### src/rtl/terminal_escape_sequence_decoder_top_defines.svh
// ----------------------------------------------------------------------------
// terminal_escape_sequence_decoder_top_defines
// Assertion macros shared by the decoder RTL.
// ----------------------------------------------------------------------------
`ifndef TERMINAL_ESCAPE_SEQUENCE_DECODER_TOP_DEFINES_SVH
`define TERMINAL_ESCAPE_SEQUENCE_DECODER_TOP_DEFINES_SVH
// Implication checked on every clock edge outside reset.
`define TESD_ASSERT_IMP(label, ante, cons, msg) \
  label: assert property (@(posedge clk) disable iff (!rst_n) (ante) |-> (cons)) \
    else $error(msg);
// Next-cycle implication checked outside reset.
`define TESD_ASSERT_NXT(label, ante, cons, msg) \
  label: assert property (@(posedge clk) disable iff (!rst_n) (ante) |=> (cons)) \
    else $error(msg);
`endif

### src/rtl/tesd_pkg.sv
// ----------------------------------------------------------------------------
// tesd_pkg
// Types and constants for the terminal escape sequence decoder.
// ----------------------------------------------------------------------------
package tesd_pkg;
  localparam int MaxParamsDef = 16;
  localparam int TitleMaxDef = 512;
  localparam logic [15:0] ValMax = 16'hFFFF;
  localparam logic [7:0] BelByte = 8'h07;
  localparam logic [10:0] RowsReset = 11'd24;

  localparam logic [4:0] CmdUp = 5'd0, CmdDown = 5'd1, CmdRight = 5'd2, CmdLeft = 5'd3;
  localparam logic [4:0] CmdDownCol1 = 5'd4, CmdUpCol1 = 5'd5, CmdColumn = 5'd6;
  localparam logic [4:0] CmdGoto = 5'd7, CmdEraseDisp = 5'd8, CmdEraseLine = 5'd9;
  localparam logic [4:0] CmdDelLines = 5'd10, CmdDelChars = 5'd11, CmdRow = 5'd12;
  localparam logic [4:0] CmdFg = 5'd13, CmdBg = 5'd14, CmdReport = 5'd15;
  localparam logic [4:0] CmdScroll = 5'd16, CmdSave = 5'd17, CmdRestore = 5'd18;
  localparam logic [4:0] CmdKeypad = 5'd19, CmdRevLf = 5'd20;
  localparam logic [4:0] CmdTitleChar = 5'd21, CmdTitleEnd = 5'd22;

  typedef struct packed {
    logic [7:0] byte_in;
    logic       begin_req;
  } in_item_t;

  typedef struct packed {
    logic [4:0]  command;
    logic [15:0] first_value;
    logic [15:0] second_value;
    logic        region_active;
    logic        last;
  } out_item_t;
endpackage

### src/rtl/terminal_escape_sequence_decoder_top.sv
// ----------------------------------------------------------------------------
// terminal_escape_sequence_decoder_top
// Decodes the bytes after ESC into terminal commands.
// ----------------------------------------------------------------------------
// A byte is taken on the accepting edge. A byte that produces one result is
// then worked in the SqWork state, in which the result is placed in the
// output register. An SGR final ('m') walks the stored parameters one per
// cycle, while the output is not stalled, through a single shared classify
// unit. The block is not ready while a byte is being worked or while a
// result beat waits to be taken. Digits are folded into the current
// parameter by one shared multiply-by-ten and saturate step. The parameter
// store is a small register file cleared with the sequence, so no clearing
// pass is needed after reset.
module terminal_escape_sequence_decoder_top #(
  parameter int MAX_PARAMS = tesd_pkg::MaxParamsDef,
  parameter int TITLE_MAX  = tesd_pkg::TitleMaxDef
) (
  input  logic                 clk,
  input  logic                 rst_n,
  input  logic                 in_valid,
  output logic                 in_ready,
  input  tesd_pkg::in_item_t   in_data,
  output logic                 out_valid,
  input  logic                 out_ready,
  output tesd_pkg::out_item_t  out_data,
  input  logic                 cfg_valid,
  output logic                 cfg_ready,
  input  logic [10:0]          cfg_data
);
  import tesd_pkg::*;
`include "terminal_escape_sequence_decoder_top_defines.svh"

  localparam int PW = $clog2(MAX_PARAMS);
  localparam int CW = $clog2(MAX_PARAMS + 1);
  localparam int TW = $clog2(TITLE_MAX + 1);

  // Phases of the escape parser.
  localparam logic [2:0] PhIdle = 3'd0, PhCsi = 3'd1, PhEcho = 3'd2;
  localparam logic [2:0] PhOsc = 3'd3, PhTitle = 3'd4;
  // Sequencer states.
  localparam logic [2:0] SqIdle = 3'd0, SqWork = 3'd1, SqSgr = 3'd2;
  localparam logic [2:0] SqOut = 3'd3, SqEnd2 = 3'd4;

  logic [2:0]  phase_r, phase_nxt;
  logic [2:0]  sq_r, sq_nxt;
  logic [15:0] pv_r [MAX_PARAMS];
  logic [CW-1:0] pcnt_r, pcnt_nxt;
  logic        indig_r, indig_nxt, skip_r, skip_nxt;
  logic        ten_r, ten_nxt;
  logic [TW-1:0] tlen_r, tlen_nxt;
  logic [10:0] rows_r;
  in_item_t    item_r;
  logic [PW-1:0] walk_r, walk_nxt;
  logic        ov_r, ov_nxt;
  out_item_t   od_r, od_nxt;
  logic        pend_end_r, pend_end_nxt;
  logic        pv_we, pv_clr;
  logic [PW-1:0] pv_wa;
  logic [15:0] pv_wd;
  logic        more_hit;

  assign in_ready  = (sq_r == SqIdle) && !ov_r;
  assign cfg_ready = 1'b1;
  assign out_valid = ov_r;
  assign out_data  = od_r;

  wire acc = in_valid && in_ready;

  // Shared digit unit: value * 10 + digit, saturating at 65535.
  logic [15:0] dig_src;
  logic [20:0] dig_sum;
  logic [15:0] dig_res;
  always_comb begin
    dig_sum = {1'b0, dig_src, 4'd0} - {1'b0, dig_src, 4'd0} + ({5'd0, dig_src} << 3)
            + ({5'd0, dig_src} << 1) + {17'd0, item_r.byte_in[3:0] - 4'd0};
    dig_res = (dig_sum > {5'd0, ValMax}) ? ValMax : dig_sum[15:0];
  end

  logic [15:0] p0, p1, pw;
  assign p0 = pv_r[0];
  assign p1 = pv_r[1];
  assign pw = pv_r[walk_r];

  function automatic out_item_t mk(input logic [4:0] c, input logic [15:0] a,
                                   input logic [15:0] b, input logic r);
    out_item_t o;
    o.command = c; o.first_value = a; o.second_value = b;
    o.region_active = r; o.last = 1'b1;
    return o;
  endfunction

  logic [15:0] cnt1, rows16, rend, rstart;
  logic [7:0]  c;
  logic        digit;
  always_comb begin
    c = item_r.byte_in;
    digit = (c >= "0") && (c <= "9");
    cnt1 = (pcnt_r == '0 || p0 == 16'd0) ? 16'd1 : p0;
    rows16 = (rows_r == 11'd0) ? 16'd1 : {5'd0, rows_r};
    rstart = (p0 != 16'd0) ? p0 - 16'd1 : 16'd0;
    rend = (p1 != 16'd0) ? p1 - 16'd1 : rows16 - 16'd1;
    if (rend >= rows16) rend = rows16 - 16'd1;
  end

  always_comb begin
    phase_nxt = phase_r; sq_nxt = sq_r; pcnt_nxt = pcnt_r; indig_nxt = indig_r;
    skip_nxt = skip_r; ten_nxt = ten_r; tlen_nxt = tlen_r; walk_nxt = walk_r;
    ov_nxt = ov_r; od_nxt = od_r; pend_end_nxt = pend_end_r;
    pv_we = 1'b0; pv_clr = 1'b0; pv_wa = '0; pv_wd = '0; dig_src = pv_r[0];
    if (ov_r && out_ready) ov_nxt = 1'b0;
    case (sq_r)
      SqIdle: begin
        if (acc) sq_nxt = SqWork;
      end
      SqWork: begin
        sq_nxt = SqIdle;
        if (item_r.begin_req) begin
          pv_clr = 1'b1; pcnt_nxt = '0; indig_nxt = 1'b0; skip_nxt = 1'b0;
          ten_nxt = 1'b0; tlen_nxt = '0; phase_nxt = PhIdle;
          case (c)
            "[": phase_nxt = PhCsi;
            "]": phase_nxt = PhOsc;
            "7": begin ov_nxt = 1'b1; od_nxt = mk(CmdSave, 16'd0, 16'd0, 1'b0); end
            "8": begin ov_nxt = 1'b1; od_nxt = mk(CmdRestore, 16'd0, 16'd0, 1'b0); end
            "=": begin ov_nxt = 1'b1; od_nxt = mk(CmdKeypad, 16'd1, 16'd0, 1'b0); end
            ">": begin ov_nxt = 1'b1; od_nxt = mk(CmdKeypad, 16'd0, 16'd0, 1'b0); end
            "M": begin ov_nxt = 1'b1; od_nxt = mk(CmdRevLf, 16'd0, 16'd0, 1'b0); end
            default: ;
          endcase
        end else begin
          case (phase_r)
            PhCsi: begin
              if (digit) begin
                logic [CW-1:0] pc;
                logic sk;
                pc = pcnt_r; sk = skip_r;
                if (!indig_r) begin
                  indig_nxt = 1'b1;
                  if (pcnt_r < CW'(MAX_PARAMS)) begin
                    pc = pcnt_r + 1'b1; sk = 1'b0;
                  end else sk = 1'b1;
                end
                pcnt_nxt = pc; skip_nxt = sk;
                if (!sk && pc != '0) begin
                  pv_wa = PW'(pc - 1'b1);
                  dig_src = (indig_r) ? pv_r[pv_wa] : pv_r[pv_wa];
                  pv_we = 1'b1; pv_wd = dig_res;
                end
              end else if (c == ";") begin
                if (pcnt_r < CW'(MAX_PARAMS)) begin
                  pv_we = 1'b1; pv_wa = PW'(pcnt_r); pv_wd = 16'd0;
                end
                indig_nxt = 1'b0; skip_nxt = 1'b0;
              end else if (c != "?") begin
                phase_nxt = (c == "[") ? PhEcho : PhIdle;
                case (c)
                  "A": begin ov_nxt = 1'b1; od_nxt = mk(CmdUp, cnt1, 16'd0, 1'b0); end
                  "B": begin ov_nxt = 1'b1; od_nxt = mk(CmdDown, cnt1, 16'd0, 1'b0); end
                  "C": begin ov_nxt = 1'b1; od_nxt = mk(CmdRight, cnt1, 16'd0, 1'b0); end
                  "D": begin ov_nxt = 1'b1; od_nxt = mk(CmdLeft, cnt1, 16'd0, 1'b0); end
                  "E": begin ov_nxt = 1'b1; od_nxt = mk(CmdDownCol1, cnt1, 16'd0, 1'b0); end
                  "F": begin ov_nxt = 1'b1; od_nxt = mk(CmdUpCol1, cnt1, 16'd0, 1'b0); end
                  "G": begin ov_nxt = 1'b1; od_nxt = mk(CmdColumn, cnt1, 16'd0, 1'b0); end
                  "M": begin ov_nxt = 1'b1; od_nxt = mk(CmdDelLines, cnt1, 16'd0, 1'b0); end
                  "P": begin ov_nxt = 1'b1; od_nxt = mk(CmdDelChars, cnt1, 16'd0, 1'b0); end
                  "d": begin ov_nxt = 1'b1; od_nxt = mk(CmdRow, cnt1, 16'd0, 1'b0); end
                  "H": begin
                    ov_nxt = 1'b1;
                    od_nxt = mk(CmdGoto, (p1 != 16'd0) ? p1 : 16'd1,
                                (p0 != 16'd0) ? p0 : 16'd1, 1'b0);
                  end
                  "J", "K": begin
                    if (pcnt_r == '0 || p0 <= 16'd2) begin
                      ov_nxt = 1'b1;
                      od_nxt = mk((c == "J") ? CmdEraseDisp : CmdEraseLine,
                                  (pcnt_r == '0) ? 16'd0 : p0, 16'd0, 1'b0);
                    end
                  end
                  "n": begin
                    if (p0 == 16'd6) begin
                      ov_nxt = 1'b1; od_nxt = mk(CmdReport, 16'd0, 16'd0, 1'b0);
                    end
                  end
                  "r": begin
                    ov_nxt = 1'b1;
                    od_nxt = mk(CmdScroll, rstart, rend,
                                !(pcnt_r == '0 || (p0 == 16'd1 && p1 == rows16)));
                  end
                  "m": begin
                    if (pcnt_r == '0) begin
                      ov_nxt = 1'b1; od_nxt = mk(CmdFg, 16'd7, 16'd0, 1'b0);
                      od_nxt.last = 1'b0;
                      pend_end_nxt = 1'b0; sq_nxt = SqEnd2;
                    end else begin
                      walk_nxt = '0; sq_nxt = SqSgr;
                    end
                  end
                  default: ;
                endcase
              end
            end
            PhEcho: phase_nxt = PhIdle;
            PhOsc: begin
              if (digit) begin
                pcnt_nxt = CW'(1); dig_src = pv_r[0];
                pv_we = 1'b1; pv_wa = '0; pv_wd = dig_res;
              end else if (c == ";" && pcnt_r != '0) begin
                phase_nxt = PhTitle; ten_nxt = (p0 <= 16'd2); tlen_nxt = '0;
              end else phase_nxt = PhIdle;
            end
            PhTitle: begin
              if (c == BelByte) begin
                phase_nxt = PhIdle;
                if (ten_r) begin
                  ov_nxt = 1'b1; od_nxt = mk(CmdTitleEnd, 16'd0, 16'd0, 1'b0);
                end
              end else begin
                tlen_nxt = tlen_r + 1'b1;
                if (tlen_nxt >= TW'(TITLE_MAX)) begin
                  phase_nxt = PhIdle;
                  if (ten_r) begin
                    ov_nxt = 1'b1; od_nxt = mk(CmdTitleChar, {8'd0, c}, 16'd0, 1'b0);
                    od_nxt.last = 1'b0; sq_nxt = SqEnd2; pend_end_nxt = 1'b1;
                  end
                end else if (ten_r) begin
                  ov_nxt = 1'b1; od_nxt = mk(CmdTitleChar, {8'd0, c}, 16'd0, 1'b0);
                end
              end
            end
            default: phase_nxt = PhIdle;
          endcase
        end
      end
      SqEnd2: begin
        // Second beat of a two-result byte, after the first is taken.
        if (!ov_r || out_ready) begin
          ov_nxt = 1'b1; sq_nxt = SqIdle;
          od_nxt = pend_end_r ? mk(CmdTitleEnd, 16'd0, 16'd0, 1'b0)
                              : mk(CmdBg, 16'd0, 16'd0, 1'b0);
        end
      end
      SqSgr: begin
        // One parameter classified per cycle while the output is not stalled.
        // A beat carries last only when no later stored parameter yields a colour.
        if (!ov_r || out_ready) begin
          logic hit;
          logic [4:0] cm;
          logic [15:0] v;
          hit = 1'b1; cm = CmdFg; v = 16'd0;
          if (pw == 16'd0 || pw == 16'd39) v = 16'd7;
          else if (pw >= 16'd30 && pw <= 16'd37) v = pw - 16'd30;
          else if (pw >= 16'd40 && pw <= 16'd47) begin cm = CmdBg; v = pw - 16'd40; end
          else if (pw == 16'd49) cm = CmdBg;
          else hit = 1'b0;
          if (hit) begin
            ov_nxt = 1'b1; od_nxt = mk(cm, v, 16'd0, 1'b0);
            od_nxt.last = !more_hit;
          end
          if ({1'b0, walk_r} + 1'b1 >= (CW+1)'(pcnt_r)) begin
            sq_nxt = SqOut;
          end else walk_nxt = walk_r + 1'b1;
        end
      end
      default: sq_nxt = SqIdle;
    endcase
    // SqOut: nothing, last marking is handled by the scan ahead below.
    if (sq_r == SqOut) sq_nxt = SqIdle;
  end

  // Last marking for the SGR walk: a beat carries last when no later stored
  // parameter up to param_count yields a colour. Computed by a small scan
  // over the remaining entries, MAX_PARAMS wide and independent per entry.
  always_comb begin
    more_hit = 1'b0;
    for (int i = 0; i < MAX_PARAMS; i++) begin
      if (PW'(i) > walk_r && CW'(i) < pcnt_r &&
          (pv_r[i] == 16'd0 || pv_r[i] == 16'd39 || pv_r[i] == 16'd49 ||
           (pv_r[i] >= 16'd30 && pv_r[i] <= 16'd37) ||
           (pv_r[i] >= 16'd40 && pv_r[i] <= 16'd47)))
        more_hit = 1'b1;
    end
  end

  always_ff @(posedge clk) begin
    if (!rst_n) begin
      phase_r <= PhIdle; sq_r <= SqIdle; pcnt_r <= '0; indig_r <= 1'b0;
      skip_r <= 1'b0; ten_r <= 1'b0; tlen_r <= '0; walk_r <= '0; ov_r <= 1'b0;
      pend_end_r <= 1'b0; rows_r <= RowsReset;
      for (int i = 0; i < MAX_PARAMS; i++) pv_r[i] <= 16'd0;
    end else begin
      phase_r <= phase_nxt; sq_r <= sq_nxt; pcnt_r <= pcnt_nxt;
      indig_r <= indig_nxt; skip_r <= skip_nxt; ten_r <= ten_nxt;
      tlen_r <= tlen_nxt; walk_r <= walk_nxt; ov_r <= ov_nxt;
      pend_end_r <= pend_end_nxt;
      if (cfg_valid && cfg_ready) rows_r <= cfg_data;
      if (pv_clr) begin
        for (int i = 0; i < MAX_PARAMS; i++) pv_r[i] <= 16'd0;
      end else if (pv_we) pv_r[pv_wa] <= pv_wd;
    end
  end

  always_ff @(posedge clk) begin
    if (acc) item_r <= in_data;
    od_r <= od_nxt;
  end

  `TESD_ASSERT_IMP(a_no_accept_busy, sq_r != SqIdle, !in_ready, "accepted while busy")
  `TESD_ASSERT_NXT(a_accept_work, acc, sq_r == SqWork, "accept did not start work")
  `TESD_ASSERT_IMP(a_pcnt_range, 1'b1, pcnt_r <= CW'(MAX_PARAMS), "param count overflow")
  `TESD_ASSERT_IMP(a_title_phase, ten_r && phase_r == PhTitle, tlen_r < TW'(TITLE_MAX),
                   "title length overflow")
endmodule

### config.mk
export PLATFORM = sky130hd
export DESIGN_NAME = terminal_escape_sequence_decoder_top
export DESIGN_NICKNAME = d
export VERILOG_FILES = /design/src/rtl/tesd_pkg.sv /design/src/rtl/terminal_escape_sequence_decoder_top.sv
export VERILOG_INCLUDE_DIRS = /design/src /design/src/rtl
export SDC_FILE = /design/constraint.sdc
export NUM_CORES = 1
export LEC_CHECK = 0
export BUFFER_PORTS_ARGS = -buffer_cell sky130_fd_sc_hd__buf_2
export CORE_MARGIN = 8
export CORE_UTILIZATION = 58
export DETAILED_ROUTE_END_ITERATION = 12
export PLACE_DENSITY = 0.78
export SYNTH_ARGS = -nofsm -noshare
export SYNTH_HDL_FRONTEND = slang
export SYNTH_SLANG_ARGS = --single-unit
### constraint.sdc
create_clock -name clk -period 8 [get_ports clk]
set_clock_uncertainty 0.2 [all_clocks]
set_input_delay 1.2 -clock clk [delete_from_list [all_inputs] [get_ports clk]]
set_output_delay 1.2 -clock clk [all_outputs]
set_load 0.01 [all_outputs]
==> results.ini <==
[power_and_ir_drop]
p_clk_share_pct = 33.9
power_mw = 5.584
seqPwrFrac_pct = 42.3
internal_power_mw = 3.752
p_sw_share_pct = 32.81
irDropWorstVdd_mv = 0.1871
cellLeakagePower_nw = 9.847
p_switching_mw = 1.832
power.density_nw_per_um2 = 214.4
combPwrFrac_pct = 23.8

[sta]
max_slew_margin_pct = 16.52
setup_viol = 0
maxSlewViolCount = 0
worst_pin_slew_ns = 1.243
min_period_over_period_pct = 94.08
fmaxAchievable_mhz = 132.9
fin_tns_setup_ns = 0
rsz0062_at_grt = false
finalHoldViolations = 0
final.min_clock_period_ns = 7.527

[clocking]
clockBufferDepth = 3
clock-sinks = 349
ctsHoldBuffers = 0
cts_tree = done
cts-htree-levels = 2
cts_root_buffer = clkbuf_16
cts_buffers = 40
clk_latency_ns = 0.60
clkTransAtPathRegs_ns = 0.06

[global_route]
grt_pass1_wl_microns = 124600
antenna_found_initial = 3
grt_overflow = 0
grt_use_total_pct = 34.54
grt_pass1_vias = 20030
grt_max_degree = 48

[routing]
drc_errors = 0
drtPass1Iterations = 7
vias = 21260
vias_per_cell = 7.144
ant_nets = 0
routed_wl_microns = 84350
routedWlPerCell_microns = 28.34
initialDrtViolationCount = 3684

[placement]
dpl_cell_area_sq_um = 24650
numPortBuffers = 65
place.gp.congestion = 1.109
dpl.cell_count = 2900
place_hpwl_microns = 61320

[setup_path]
cp-start-kind = flop
crit_slowest_cell = dfxtp_1
crit_arrival_ns = 7.65
reg2reg_slack_ns = 0.47
path_max_fanout = 20
cp_data_required_time_ns = 8.12
crit_path_end_kind = flop
critPathKind = flop to flop
worst_path_largest_cell_delay_ns = 0.63
cp_common_cell = inv_1

[floorplan]
floorplan.initialDensity_pct = 58.41
pin_count = 67
die_h_microns = 218.3
fp.dieW_microns = 218.3
core_sq_um = 40650
rows = 74
die-area_sq_um = 47660

[finish]
layout_common_cells = nor2_1, edfxtp_1, nand2_1
nets = 2514
drive_gt1_share_pct = 15.92
areaGrowthSynthToFinish_pct = 9.713
design_area_sq_um = 26050
instances_no_fill = 2976
layout_commonest_cell = nor2_1

[synth]
syn_area_sq_um = 23740
synth_edf_count = 304
synth.top_cell.area_share_pct = 38.45
synth_area_leader_cell = edfxtp_1
ys_ff_latch = 349
yosysSeqAreaShare_pct = 42.25
synth_area_leaders = edfxtp_1, mux4_2, nor2_1
yosysUniqueCellTypes = 93
ys_warn_count = 0
synthArstFlopShare_pct = 0
synth_ff_type = edfxtp_1
postSynthCellCount = 2386
syn_nets = 2486
synth.avg_cell_area_sq_um = 9.950

[worst_hold_path]
hold_class = flop to flop

[job]
max_cap_violations = 0

[outcome]
status = complete, no violations

==> cell usage after synthesis, drive strengths merged, types with 48 or more instances <==
library cell,instances
nand3,48
inv,92
o21ai,125
mux4,103
ha,60
mux2i,54
edfxtp,304
a21oi,143
buf,52
clkbuf,102
nand2,186
nor2,387
nor3,76
==> worst paths after layout <==
| path | start | to | cells after the start |
|---|---|---|---|
| worst max-delay path | pcnt_r[1]$_SDFFE_PN0P_ | pv_r[12][2]$_SDFFCE_PN0P_ | 25 |
| worst max register to register | pcnt_r[1]$_SDFFE_PN0P_ | pv_r[12][2]$_SDFFCE_PN0P_ | 25 |
| worst min-delay path | skip_r$_SDFFE_PN0P_ | skip_r$_SDFFE_PN0P_ | 2 |
| worst min register to register | skip_r$_SDFFE_PN0P_ | skip_r$_SDFFE_PN0P_ | 2 |
==> metal layers <==
layer	wire length [microns]	share of wire, %	global-route usage (%)	up-vias
met3	10900	13	7.438	406
met4	6118	7.3	20.78	4
met5	21	0.025	0	-
met2	37670	45	54.14	1820
met1	29640	35	43.72	10090
li1	-	-	-	8943
==> sequential cells by signal (all words and copies together), names as in the netlist, named ones only <==
name / flops
out_data: 39
indig_r: 1
pcnt_r: 5
c: 8
tlen_r: 10
walk_r: 4
pend_end_r: 1
out_valid: 1
sq_r: 3
ten_r: 1
skip_r: 1
pv_r: 256
rows_r: 11
phase_r: 3
item_r: 1
==> logic make-up after synthesis <==
group / share of synthesized area (%)
adder cells (fa/ha/maj): 4.427
flip-flops: 42.25
other: 0.01580
AND/OR/NAND/NOR: 20.44
AO/OA/AOI/OAI: 13.37
multiplexers: 12.98
buffers and inverters: 4.316
XOR/XNOR: 2.203
==> final cells by class <==
cell class              count  area (sq um)
fillers                  3238         14600
multi-input cells        1791         12760
flip-flops and latches    349         10030
clock buffers              47          1069
repair buffers            139         897.1
well taps                 532         665.6
inverters                  93         351.6
clock inverters            24         266.5
diodes                      1         2.502
==> worst max-delay path, delay by kind of cell (launching register included) <==
family / cells / cell delay (ns)
compound gates: 5 / 1.39
xor+xnor: 3 / 1.02
fa+ha+maj: 4 / 1.42
buf+inv: 5 / 0.92
flops: 1 / 0.63
mux: 2 / 0.41
simple gates: 6 / 1.23
==> per-stage QoR <==
stage               setup WS [ns]  utilization, %  hold WS (ns)
floorplan                 0.06315               -        0.2291
global placement           0.6652           60.64        0.2544
detailed placement         0.4673           60.64        0.2627
CTS                        0.3757           63.92        0.2759
global route              0.02534           64.07        0.2993
finish                     0.4734           64.08        0.2707
==> power by group through the flow <==
stage / combinational [mW] / clock (mW) / sequential (mW)
final: 1.33 / 1.89 / 2.36
after global routing: 1.41 / 1.96 / 2.37
after CTS: 1.28 / 1.90 / 2.35
after detailed placement: 1.27 / 0 / 2.39
after global placement: 1.24 / 0 / 2.38
after floorplan: 0.860 / 0 / 2.33
==> repair_timing <==
| action | in CTS | in global routing |
|---|---|---|
| resized for setup | 0 | 3 |
| setup endpoints to repair | 0 | 255 |
| buffers inserted | 0 | 3 |
Power figures use the tool's default switching activity.
